--- src/rtl/sorted_priority_queue_core_macros.svh ---
// ----------------------------------------------------------------------------
// Sorted priority queue assertion macros
// Shared concurrent assertion forms for the queue core.
// ----------------------------------------------------------------------------
`ifndef SORTED_PRIORITY_QUEUE_CORE_MACROS_SVH
`define SORTED_PRIORITY_QUEUE_CORE_MACROS_SVH

// Same-cycle implication, disabled during reset.
`define SPQ_ASSERT_NOW(label, clk, rst, ante, cons) \
   label: assert property (@(posedge clk) disable iff (rst) (ante) |-> (cons)) \
      else $error("assertion failed");

// Next-cycle implication, disabled during reset.
`define SPQ_ASSERT_NEXT(label, clk, rst, ante, cons) \
   label: assert property (@(posedge clk) disable iff (rst) (ante) |=> (cons)) \
      else $error("assertion failed");

`endif

--- src/rtl/spq_pkg.sv ---
// ----------------------------------------------------------------------------
// Sorted priority queue package
// Codes, entry layout and controller/datapath interface types.
// ----------------------------------------------------------------------------
`timescale 1ns / 1ps

package spq_pkg;

   localparam logic OP_ENQUEUE = 1'b0;
   localparam logic OP_DEQUEUE = 1'b1;

   localparam logic [1:0] STATUS_OK    = 2'd0;
   localparam logic [1:0] STATUS_EMPTY = 2'd1;
   localparam logic [1:0] STATUS_FULL  = 2'd2;
   localparam logic [1:0] STATUS_RSVD  = 2'd3;

   typedef struct packed {
      logic signed [15:0] pri;
      logic signed [31:0] val;
   } entry_type;

   // controller -> datapath
   typedef struct packed {
      logic load_req;
      logic start_enq;
      logic read_prev;
      logic shift;
      logic insert;
      logic read_head;
      logic pop;
      logic set_full;
      logic set_empty;
      logic load_rsp;
   } cmd_type;

   // datapath -> controller
   typedef struct packed {
      logic op;
      logic full;
      logic empty;
      logic k_zero;
      logic rd_less;
   } sts_type;

endpackage

--- src/rtl/spq_ctrl.sv ---
// ----------------------------------------------------------------------------
// Sorted priority queue controller
// Sequences one transaction at a time and owns the response valid flag.
// ----------------------------------------------------------------------------
`timescale 1ns / 1ps

module spq_ctrl (
   input  logic             clock,
   input  logic             reset,
   input  logic             req_valid,
   output logic             req_stall,
   output logic             rsp_valid,
   input  logic             rsp_stall,
   input  spq_pkg::sts_type sts,
   output spq_pkg::cmd_type cmd
);

   localparam logic [2:0] ST_IDLE   = 3'd0;
   localparam logic [2:0] ST_DECIDE = 3'd1;
   localparam logic [2:0] ST_SCAN   = 3'd2;
   localparam logic [2:0] ST_CMP    = 3'd3;
   localparam logic [2:0] ST_DQWAIT = 3'd4;
   localparam logic [2:0] ST_RESP   = 3'd5;

   logic [2:0] state_ff, state_in;
   logic       rsp_valid_ff, rsp_valid_in;
   logic       out_free;

   assign out_free  = !rsp_valid_ff || !rsp_stall;
   assign req_stall = (state_ff != ST_IDLE);
   assign rsp_valid = rsp_valid_ff;

   always_comb begin
      state_in = state_ff;
      cmd      = '0;
      case (state_ff)
         ST_IDLE: begin
            if (req_valid) begin
               cmd.load_req = 1'b1;
               state_in     = ST_DECIDE;
            end
         end
         ST_DECIDE: begin
            if (sts.op == spq_pkg::OP_ENQUEUE) begin
               if (sts.full) begin
                  cmd.set_full = 1'b1;
                  state_in     = ST_RESP;
               end else begin
                  cmd.start_enq = 1'b1;
                  state_in      = ST_SCAN;
               end
            end else begin
               if (sts.empty) begin
                  cmd.set_empty = 1'b1;
                  state_in      = ST_RESP;
               end else begin
                  cmd.read_head = 1'b1;
                  state_in      = ST_DQWAIT;
               end
            end
         end
         ST_SCAN: begin
            if (sts.k_zero) begin
               cmd.insert = 1'b1;
               state_in   = ST_RESP;
            end else begin
               cmd.read_prev = 1'b1;
               state_in      = ST_CMP;
            end
         end
         ST_CMP: begin
            if (sts.rd_less) begin
               cmd.shift = 1'b1;
               state_in  = ST_SCAN;
            end else begin
               cmd.insert = 1'b1;
               state_in   = ST_RESP;
            end
         end
         ST_DQWAIT: begin
            cmd.pop  = 1'b1;
            state_in = ST_RESP;
         end
         ST_RESP: begin
            if (out_free) begin
               cmd.load_rsp = 1'b1;
               state_in     = ST_IDLE;
            end
         end
         default: begin
            state_in = ST_IDLE;
         end
      endcase
   end

   always_comb begin
      if (cmd.load_rsp) begin
         rsp_valid_in = 1'b1;
      end else if (rsp_valid_ff && !rsp_stall) begin
         rsp_valid_in = 1'b0;
      end else begin
         rsp_valid_in = rsp_valid_ff;
      end
   end

   always_ff @(posedge clock) begin
      if (reset) begin
         state_ff     <= ST_IDLE;
         rsp_valid_ff <= 1'b0;
      end else begin
         state_ff     <= state_in;
         rsp_valid_ff <= rsp_valid_in;
      end
   end

endmodule

--- src/rtl/spq_datapath.sv ---
// ----------------------------------------------------------------------------
// Sorted priority queue datapath
// Circular entry memory, head/count pointers, insertion cursor, result regs.
// ----------------------------------------------------------------------------
`timescale 1ns / 1ps

module spq_datapath #(
   parameter int CAPACITY = 16
) (
   input  logic               clock,
   input  logic               reset,
   input  logic               req_operation,
   input  logic signed [31:0] req_item_value,
   input  logic signed [15:0] req_item_priority,
   output logic signed [31:0] rsp_out_value,
   output logic [1:0]         rsp_status,
   output logic [4:0]         rsp_occupancy,
   input  spq_pkg::cmd_type   cmd,
   output spq_pkg::sts_type   sts
);

   localparam int AW = (CAPACITY > 1) ? $clog2(CAPACITY) : 1;
   localparam int CW = $clog2(CAPACITY + 1);
   localparam logic [AW-1:0] LAST = AW'(CAPACITY - 1);

   spq_pkg::entry_type mem [CAPACITY];

   logic [AW-1:0]      head_ff, head_in;
   logic [CW-1:0]      count_ff, count_in;
   logic [AW-1:0]      cursor_ff, cursor_in;
   logic [CW-1:0]      k_ff, k_in;
   logic               op_ff;
   logic signed [31:0] val_ff;
   logic signed [15:0] pri_ff;
   spq_pkg::entry_type rd_ff;
   logic [1:0]         res_status_ff, res_status_in;
   logic signed [31:0] res_value_ff, res_value_in;
   logic signed [31:0] out_value_ff;
   logic [1:0]         out_status_ff;
   logic [4:0]         out_occ_ff;

   logic [AW-1:0]      cursor_prev;
   logic [AW-1:0]      head_next;
   logic [AW:0]        tail_sum;
   logic [AW-1:0]      tail;
   logic [CW+4:0]      occ_wide;
   logic               wr_en;
   logic [AW-1:0]      wr_addr;
   spq_pkg::entry_type wr_data;
   logic               rd_en;
   logic [AW-1:0]      rd_addr;

   assign cursor_prev = (cursor_ff == '0) ? LAST : cursor_ff - AW'(1);
   assign head_next   = (head_ff == LAST) ? '0 : head_ff + AW'(1);
   assign tail_sum    = {1'b0, head_ff} + (AW+1)'(count_ff);
   assign tail        = (tail_sum >= (AW+1)'(CAPACITY)) ?
                        AW'(tail_sum - (AW+1)'(CAPACITY)) : tail_sum[AW-1:0];

   assign sts.op      = op_ff;
   assign sts.full    = (count_ff == CW'(CAPACITY));
   assign sts.empty   = (count_ff == '0);
   assign sts.k_zero  = (k_ff == '0);
   assign sts.rd_less = (rd_ff.pri < pri_ff);

   // memory ports
   always_comb begin
      wr_en   = cmd.shift || cmd.insert;
      wr_addr = cursor_ff;
      if (cmd.shift) begin
         wr_data = rd_ff;
      end else begin
         wr_data.pri = pri_ff;
         wr_data.val = val_ff;
      end
      rd_en   = cmd.read_prev || cmd.read_head;
      rd_addr = cmd.read_head ? head_ff : cursor_prev;
   end

   always_ff @(posedge clock) begin
      if (wr_en) begin
         mem[wr_addr] <= wr_data;
      end
   end

   always_ff @(posedge clock) begin
      if (rd_en) begin
         rd_ff <= mem[rd_addr];
      end
   end

   // pointer and result updates
   always_comb begin
      head_in       = head_ff;
      count_in      = count_ff;
      cursor_in     = cursor_ff;
      k_in          = k_ff;
      res_status_in = res_status_ff;
      res_value_in  = res_value_ff;
      if (cmd.start_enq) begin
         cursor_in = tail;
         k_in      = count_ff;
      end
      if (cmd.shift) begin
         cursor_in = cursor_prev;
         k_in      = k_ff - CW'(1);
      end
      if (cmd.insert) begin
         count_in      = count_ff + CW'(1);
         res_status_in = spq_pkg::STATUS_OK;
         res_value_in  = '0;
      end
      if (cmd.pop) begin
         head_in       = head_next;
         count_in      = count_ff - CW'(1);
         res_status_in = spq_pkg::STATUS_OK;
         res_value_in  = rd_ff.val;
      end
      if (cmd.set_full) begin
         res_status_in = spq_pkg::STATUS_FULL;
         res_value_in  = '0;
      end
      if (cmd.set_empty) begin
         res_status_in = spq_pkg::STATUS_EMPTY;
         res_value_in  = '0;
      end
   end

   always_ff @(posedge clock) begin
      if (reset) begin
         head_ff  <= '0;
         count_ff <= '0;
      end else begin
         head_ff  <= head_in;
         count_ff <= count_in;
      end
   end

   assign occ_wide = {5'd0, count_ff};

   always_ff @(posedge clock) begin
      cursor_ff     <= cursor_in;
      k_ff          <= k_in;
      res_status_ff <= res_status_in;
      res_value_ff  <= res_value_in;
      if (cmd.load_req) begin
         op_ff  <= req_operation;
         val_ff <= req_item_value;
         pri_ff <= req_item_priority;
      end
      if (cmd.load_rsp) begin
         out_value_ff  <= res_value_ff;
         out_status_ff <= res_status_ff;
         out_occ_ff    <= occ_wide[4:0];
      end
   end

   assign rsp_out_value = out_value_ff;
   assign rsp_status    = out_status_ff;
   assign rsp_occupancy = out_occ_ff;

endmodule

--- src/rtl/sorted_priority_queue_core.sv ---
// ----------------------------------------------------------------------------
// Sorted priority queue core
// Bounded max-priority queue, sorted storage, FIFO order among equals.
// ----------------------------------------------------------------------------
//
//   channel  direction  handshake            payload
//   req      in         req_valid/req_stall  operation, item_value, item_priority
//   rsp      out        rsp_valid/rsp_stall  out_value, status, occupancy
//
// One transaction is worked at a time. Full enqueue and empty dequeue go
// from accept through the decide state to response load; a dequeue reads
// the head, then pops it. An enqueue that moves s entries toward the tail
// takes a scan and a compare step per entry moved, since the entry memory
// has a single read and single write port (one shift is a read then a write).
// Reset is synchronous, active high; it empties the queue, no memory sweep.
// req_stall is high from accept until the response is loaded; a stalled
// response holds in the output register while the next request is taken.
//
`timescale 1ns / 1ps

`include "sorted_priority_queue_core_macros.svh"

module sorted_priority_queue_core #(
   parameter int CAPACITY = 16
) (
   input  logic               clock,
   input  logic               reset,
   input  logic               req_valid,
   output logic               req_stall,
   input  logic               req_operation,
   input  logic signed [31:0] req_item_value,
   input  logic signed [15:0] req_item_priority,
   output logic               rsp_valid,
   input  logic               rsp_stall,
   output logic signed [31:0] rsp_out_value,
   output logic [1:0]         rsp_status,
   output logic [4:0]         rsp_occupancy
);

   spq_pkg::cmd_type cmd;
   spq_pkg::sts_type sts;

   // sequencer: accept, classify, scan/shift or pop, respond
   spq_ctrl u_ctrl (
      .clock     (clock),
      .reset     (reset),
      .req_valid (req_valid),
      .req_stall (req_stall),
      .rsp_valid (rsp_valid),
      .rsp_stall (rsp_stall),
      .sts       (sts),
      .cmd       (cmd)
   );

   // circular entry store: head holds the oldest highest priority entry,
   // enqueue walks back from the tail moving lower priorities up one slot
   spq_datapath #(
      .CAPACITY (CAPACITY)
   ) u_dp (
      .clock             (clock),
      .reset             (reset),
      .req_operation     (req_operation),
      .req_item_value    (req_item_value),
      .req_item_priority (req_item_priority),
      .rsp_out_value     (rsp_out_value),
      .rsp_status        (rsp_status),
      .rsp_occupancy     (rsp_occupancy),
      .cmd               (cmd),
      .sts               (sts)
   );

   // response register never overwritten while a stalled one waits
   `SPQ_ASSERT_NOW(a_rsp_no_overwrite, clock, reset, cmd.load_rsp, !rsp_valid || !rsp_stall)
   // busy right after a transaction is accepted
   `SPQ_ASSERT_NEXT(a_busy_after_accept, clock, reset, req_valid && !req_stall, req_stall)
   // no insert or shift into a full queue
   `SPQ_ASSERT_NOW(a_no_write_full, clock, reset, cmd.insert || cmd.shift, !sts.full)
   // reserved status code never presented
   `SPQ_ASSERT_NOW(a_status_code, clock, reset, rsp_valid, rsp_status != spq_pkg::STATUS_RSVD)

endmodule
--- config.mk ---
export PLATFORM = sky130hd
export DESIGN_NAME = sorted_priority_queue_core
export DESIGN_NICKNAME = d
export VERILOG_FILES = /design/src/rtl/spq_pkg.sv /design/src/rtl/spq_ctrl.sv /design/src/rtl/spq_datapath.sv /design/src/rtl/sorted_priority_queue_core.sv
export VERILOG_INCLUDE_DIRS = /design/src /design/src/rtl
export SDC_FILE = /design/constraint.sdc
export NUM_CORES = 1
export LEC_CHECK = 0
export BUFFER_PORTS_ARGS = -buffer_cell sky130_fd_sc_hd__buf_2
export CAP_MARGIN = 5
export CELL_PAD_IN_SITES_DETAIL_PLACEMENT = 0
export CELL_PAD_IN_SITES_GLOBAL_PLACEMENT = 1
export CORE_MARGIN = 2
export CORE_UTILIZATION = 35
export DETAILED_ROUTE_END_ITERATION = 16
export PLACE_DENSITY_LB_ADDON = 0.15
export SYNTH_ARGS = -nofsm -noshare
export SYNTH_HDL_FRONTEND = slang
export SYNTH_SLANG_ARGS = --single-unit
--- constraint.sdc ---
create_clock -name clock -period 5.1 [get_ports clock]
set_input_delay 0 -clock clock [delete_from_list [all_inputs] [get_ports clock]]
set_output_delay 0 -clock clock [all_outputs]
set_load 0.02 [all_outputs]
==> results of run 1 <==
==> worst max path at each step <==
stage	from	to	cells past startpoint
detailed placement	u_dp.count_ff[0]	u_dp.rd_ff[33]	7
finish	u_dp.count_ff[0]	u_dp.rd_ff[32]	7
global placement	u_dp.count_ff[0]	u_dp.rd_ff[33]	7
CTS	u_dp.count_ff[0]	u_dp.rd_ff[33]	7
floorplan	u_dp.k_ff[0]	u_dp.mem[3][0]	7
global route	u_dp.count_ff[0]	u_dp.rd_ff[2]	7
==> metal layers <==
layer	wire length (microns)	up-vias	GRT usage [%]
met3	5860	128	3.17
met1	45200	10600	26.1
li1	-	8858	-
met4	2010	0	4.69
met5	0	-	0
met2	48600	580	30.6
==> metrics by stage <==
step	setup WS (ns)	hold WS, ns	utilization, %
after floorplan	0.00221	0.0721	-
after global placement	1.17	0.176	37.7
after detailed placement	1.12	0.178	37.7
after CTS	1.09	0.00113	41.5
after global routing	0.946	0.0144	41.5
final	1.14	0.0440	41.5
==> cell families after synthesis <==
group	after synthesis	synth area share [%]
flops	960	76.7
compound gates	467	8.80
simple gates	330	3.66
buf+inv	161	1.79
mux	157	7.68
fa+ha+maj	31	1.09
xor+xnor	11	0.261
==> what timing repair did <==
action / in CTS / in global routing
endpoints found under the hold margin: 101 / 0
hold buffers: 59 / 0
setup buffers: 0 / 0
==> worst reg2reg max path: stages (launching register included) <==
cell     delay [ns]
dfxtp_1        0.41
or4_4          0.60
o21ai_4        0.48
mux2i_4        0.61
buf_4          0.51
mux4_2         0.61
a22o_1         0.24
a221o_1        0.25
==> power by group <==
part	internal, uW	switching, uW	total, uW
combinational	1030	1690	2730
sequential	9100	172	9280
clock	4410	3060	7470
==> cell usage after synthesis, drive strengths merged (2+ instances only) <==
library cell	instances	area share [%]
edfxtp	913	74
nand2	227	2.3
a21oi	199	2.7
clkbuf	99	1.0
mux4	96	5.8
a22oi	85	1.7
nor2	59	0.60
mux2	53	1.6
a221o	48	1.3
a22o	48	1.1
dfxtp	47	2.5
a32oi	44	1.0
buf	34	0.50
ha	29	0.98
inv	28	0.28
o21ai	10	0.17
nor3	9	0.12
a21o	8	0.16
mux2i	8	0.22
nor2b	6	0.10
xor2	6	0.14
nand2b	5	0.085
nand3	5	0.068
o32ai	5	0.12
xnor2	5	0.12
a31oi	3	0.051
nand4	3	0.051
o2111ai	3	0.071
or2	3	0.051
and2	2	0.034
fa	2	0.11
nor3b	2	0.041
or3	2	0.034
==> area by class of cell <==
cell class,instances,area share (%)
timing repair buffer,213,3.99
clock buffer,127,6.44
tap,1391,4.00
inverter,28,0.241
multi-input combinational,996,18.9
clock inverter,55,1.35
sequential,960,65.1
==> state kept, by name, indices dropped and copies added, names as in the netlist <==
signal / flops
u_dp.rsp_status: 2
u_ctrl.state_ff: 3
u_dp.k_ff: 5
u_dp.res_status_ff: 2
u_dp.val_ff: 32
u_dp.count_ff: 5
u_dp.head_ff: 4
u_dp.cursor_ff: 4
u_ctrl.rsp_valid: 1
u_dp.rsp_occupancy: 5
u_dp.op_ff: 1
u_dp.mem: 768
u_dp.res_value_ff: 32
u_dp.pri_ff: 16
u_dp.rd_ff: 48
u_dp.rsp_out_value: 32
==> cells in the final DEF (no fill, tap or decap), types with 45 or more instances in the layout <==
cell type	instances
edfxtp_1	913
nand2_1	225
a21oi_1	198
clkbuf_16	108
mux4_2	96
buf_2	93
a22oi_1	85
dlygate4sd3_1	59
mux2_2	52
a22o_1	48
a221o_1	48
dfxtp_1	47
nor2_1	45
==> impl_metrics.toml, run 1 <==
[outcome]
status = "finished clean"

[synth]
async_flop_share_pct = 0
yosysWarnings = 0
netlist_area_sq_um = 37000
ys_ff_latch = 960
yosysSeqAreaShare_pct = 76.7
syn_nets = 2201
synth_edf_count = 913
syn_avg_cell_area_sq_um = 17.5
synth-main-ff-cell = "edfxtp_1"
synth_cell_types = 57
syn_inst = 2117

[worst_setup_path]
reg2reg_depth = 7
r2r_slack_ns = 1.14
path_buf_inv = 1
reg2reg_to = "u_dp.rd_ff[32]"
r2r_start = "u_dp.count_ff[0]"
cp_max_fo = 26
slowest_stage = "or4_4"
setup.worst_path.class = "flip-flop to flip-flop"
critPathRequiredTime_ns = 5.53
cp.arrival_ns = 4.39
cp_slowest_stage_delay_ns = 0.60
startpoint_type = "flip-flop"
crit_chain = "or4_4 > o21ai_4 > mux2i_4 > buf_4 > mux4_2 > a22o_1 > a221o_1"
endpoint_kind = "flip-flop"
path_delay_family = "multiplexers"

[die]
num_rows = 119
dieWidth_microns = 329
pin_count = 94
core_sq_um = 105000
die_area_sq_um = 108000
chipHeight_microns = 329
initial_utilization_pct = 35.2

[global_routing]
first_global_vias = 20300
antenna_found_initial = 4
grt_usage_pct = 18.7
grt_pass1_wl_mm = 145
grt_max_degree = 95
grt-ovfl-total = 0

[detailed_routing]
drc = 0
antenna_left = 0
wl_per_cell_microns = 27.0
dr.pass1.iters = 5
vias = 20100
drt-total-wl_mm = 102
vias_per_cell = 5.34
drt_first_iter_violations = 1883

[timing]
worst-slew-pin-transition_ns = 1.09
finalSetupViolCount = 0
slew_violations = 0
clock_skew_ns = 0.0265
fin_tns_setup_ns = 0
fin_crit_ns = 3.96
fmax_mhz = 253
post-route-period-util_pct = 77.6
slew_headroom_pct = 27.6
finalHoldViolCount = 0
rsz0062_at_grt = "false"

[clocking]
cts_tree = "built"
clk_latency_ns = 0.68
clockBufferDepth = 3
clk_pin_slew_worst_paths_ns = 0.07
numCtsBuffers = 103
cts.sink_count = 960
ctsResizeCount = 0
htree_levels = 3
cts_root_buf = "clkbuf_16"

[place]
placed_area_sq_um = 39600
place.gp.congestion = 0.735
port_buffers = 93
placed_cells = 3529
dp.final_hpwl_mm = 51.5

[power_and_ir_drop]
p_per_area_nw_per_um2 = 447
peakVddDrop_mv = 0.286
finalPower_uw = 19500
p_leak_uw = 0.0145

[cells_and_area]
multi_input_area_sq_um = 8220
nets = 2386
fillers = 9336
ff_latch_area_sq_um = 28400
final_area_sq_um = 43600
final_cells = 3770
areaGrowthSynthToFinish_pct = 17.8
drive_above_1_share_pct = 20.7
num_antenna_cells = 0

[hold_path]
hp-class = "input port to flip-flop"
whs_path_depth = 2
min_from = "req_item_value[5]"
whs_endpoint = "u_dp.val_ff[5]"

[job]
cap_violations = 0
(Power assumes the default switching activity.)
==> run 2, diff against run 1 <==
Clock period 5.1 ns to 4.1 ns, I/O delays scaled along.
==> run 2 against run 1 <==
Sequential power is 24% higher. Via count is 0.90% higher. Power is 25% higher. Wire length is 1.1% lower. Worst setup slack got worse by 0.63 ns. Critical path type unchanged. Highest routed layer is now met5. Non-clock buffer count is 20 higher.
==> impl_metrics.toml, run 2 (synthesized netlist as in run 1, its figures left out) <==
[outcome]
status = "finished clean"

[cells_and_area]
final_common_cell = "edfxtp_1"
num_antenna_cells = 0
final_cell_mix = "edfxtp_1 (913), nand2_1 (225), a21oi_1 (198)"
fillers = 9243
areaGrowthSynthToFinish_pct = 18.7
drive_above_1_share_pct = 21.5
final_cells = 3793
nets = 2404
largest_reg_flops = 768
regMostFlops = "u_dp.mem"
top_regs = "u_dp.mem x768, u_dp.rd_ff x48"

[place]
port_buffers = 93
dp.final_hpwl_mm = 52.6
placed_cells = 3554
place.gp.congestion = 0.734

[clocking]
clk_pin_slew_worst_paths_ns = 0.06
clk_latency_ns = 0.66
htree_levels = 3
numCtsBuffers = 101
clockBufferDepth = 3
ctsResizeCount = 0
cts.sink_count = 960
cts_tree = "built"
cts_root_buf = "clkbuf_16"

[timing]
post-route-period-util_pct = 87.5
slew_violations = 0
fin_tns_setup_ns = 0
fmax_mhz = 279
clock_skew_ns = 0.0229
finalSetupViolCount = 0
finalHoldViolCount = 0
rsz0062_at_grt = "false"
slew_headroom_pct = 32.4
worst-slew-pin-transition_ns = 1.01
fin_crit_ns = 3.59

[worst_setup_path]
cp.arrival_ns = 3.94
setup.worst_path.class = "flip-flop to flip-flop"
slowest_stage = "nand4_1"
critPathRequiredTime_ns = 4.45
r2r_start = "u_dp.rd_ff[40]"
path_delay_family = "simple AND/OR/NAND/NOR gates"
startpoint = "u_dp.rd_ff[40]"
path_common_cell = "nand4_1"
endpoint_kind = "flip-flop"
path_buf_inv = 1
startpoint_type = "flip-flop"
cp_slowest_stage_delay_ns = 0.52
crit_chain = "ha_1 > nand4_1 > o221ai_1 > nand4_1 > a21boi_0 > nand3b_1 > buf_12 > mux2_2"
cp_max_fo = 30

[global_routing]
first_global_vias = 20500
antenna_found_initial = 4
grt-ovfl-total = 0
grt_usage_pct = 18.6
grt_max_degree = 193
grt_pass1_wl_mm = 145

[power_and_ir_drop]
p_leak_uw = 0.0147
peakVddDrop_mv = 0.305
p_per_area_nw_per_um2 = 553

[detailed_routing]
antenna_left = 0
dr.pass1.iters = 5
wl_per_cell_microns = 26.5
vias_per_cell = 5.36
drt_first_iter_violations = 1708
drt-total-wl_mm = 101
drc = 0
vias = 20300

[hold_path]
min_from = "req_item_value[7]"
hp-class = "input port to flip-flop"

[die]
initial_utilization_pct = 35.2
pin_count = 94
core_sq_um = 105000
dieWidth_microns = 329
num_rows = 119
die_area_sq_um = 108000
chipHeight_microns = 329

[job]
cap_violations = 0
## run 2: changes by cell type in the layout (fill, tap and decap cells not counted), sizes merged
cell	previous run	this run
inv	35	30
dlygate4sd3	59	54
clkinv	35	41
buf	154	179
bufinv	10	8
clkbuf	127	131
## run 2: final timing paths
| path | cells after the start | end | slack [ns] |
|---|---|---|---|
| max | 8 | u_dp.mem[11][10] | 0.51 |
| min | 2 | u_dp.val_ff[7] | 0.05 |
| max reg2reg | 8 | u_dp.mem[11][10] | 0.51 |
| min reg2reg | 0 | u_dp.rsp_out_value[11] | 0.43 |
## run 2: layout make-up
type,instances,area [sq um],share of cell area [%]
well taps,1391,1740,3.97
flip-flops and latches,960,28400,64.6
repair buffers,233,2050,4.68
multi-input cells,996,8230,18.8
clock buffers,131,2930,6.67
inverters,28,105,0.239
clock inverters,54,472,1.07
## run 2: power breakdown
| part | internal [uW] | switching [uW] | leakage, uW | total, uW |
|---|---|---|---|---|
| Clock | 5520 | 3740 | 0.00167 | 9250 |
| Combinational | 1360 | 2110 | 0.00441 | 3470 |
| Sequential | 11300 | 207 | 0.00863 | 11500 |
## run 2: metal layers
layer | wire, microns | track usage (%) | vias to the layer above
met5 | 7 | 0 | -
met4 | 1850 | 4.54 | 2
met3 | 4900 | 2.99 | 132
met2 | 48100 | 30.5 | 537
met1 | 45700 | 25.9 | 10800
li1 | - | - | 8900
## run 2: through the flow
stage	hold WS (ns)	setup slack (ns)	cell area, sq um	util, %	total power, uW
floorplan	0.0721	0.288	37000	-	13900
global placement	0.177	0.576	39900	38.1	15100
detailed placement	0.178	0.575	39900	38.1	15200
CTS	0.00343	0.556	43900	41.8	24500
global route	0.0333	0.330	43900	41.8	25200
finish	0.0468	0.511	43900	41.8	24300
## run 2: repair_timing
action                    CTS  global route
hold buffers               54             0
hold endpoints to repair   83             0
buffers inserted            0             0
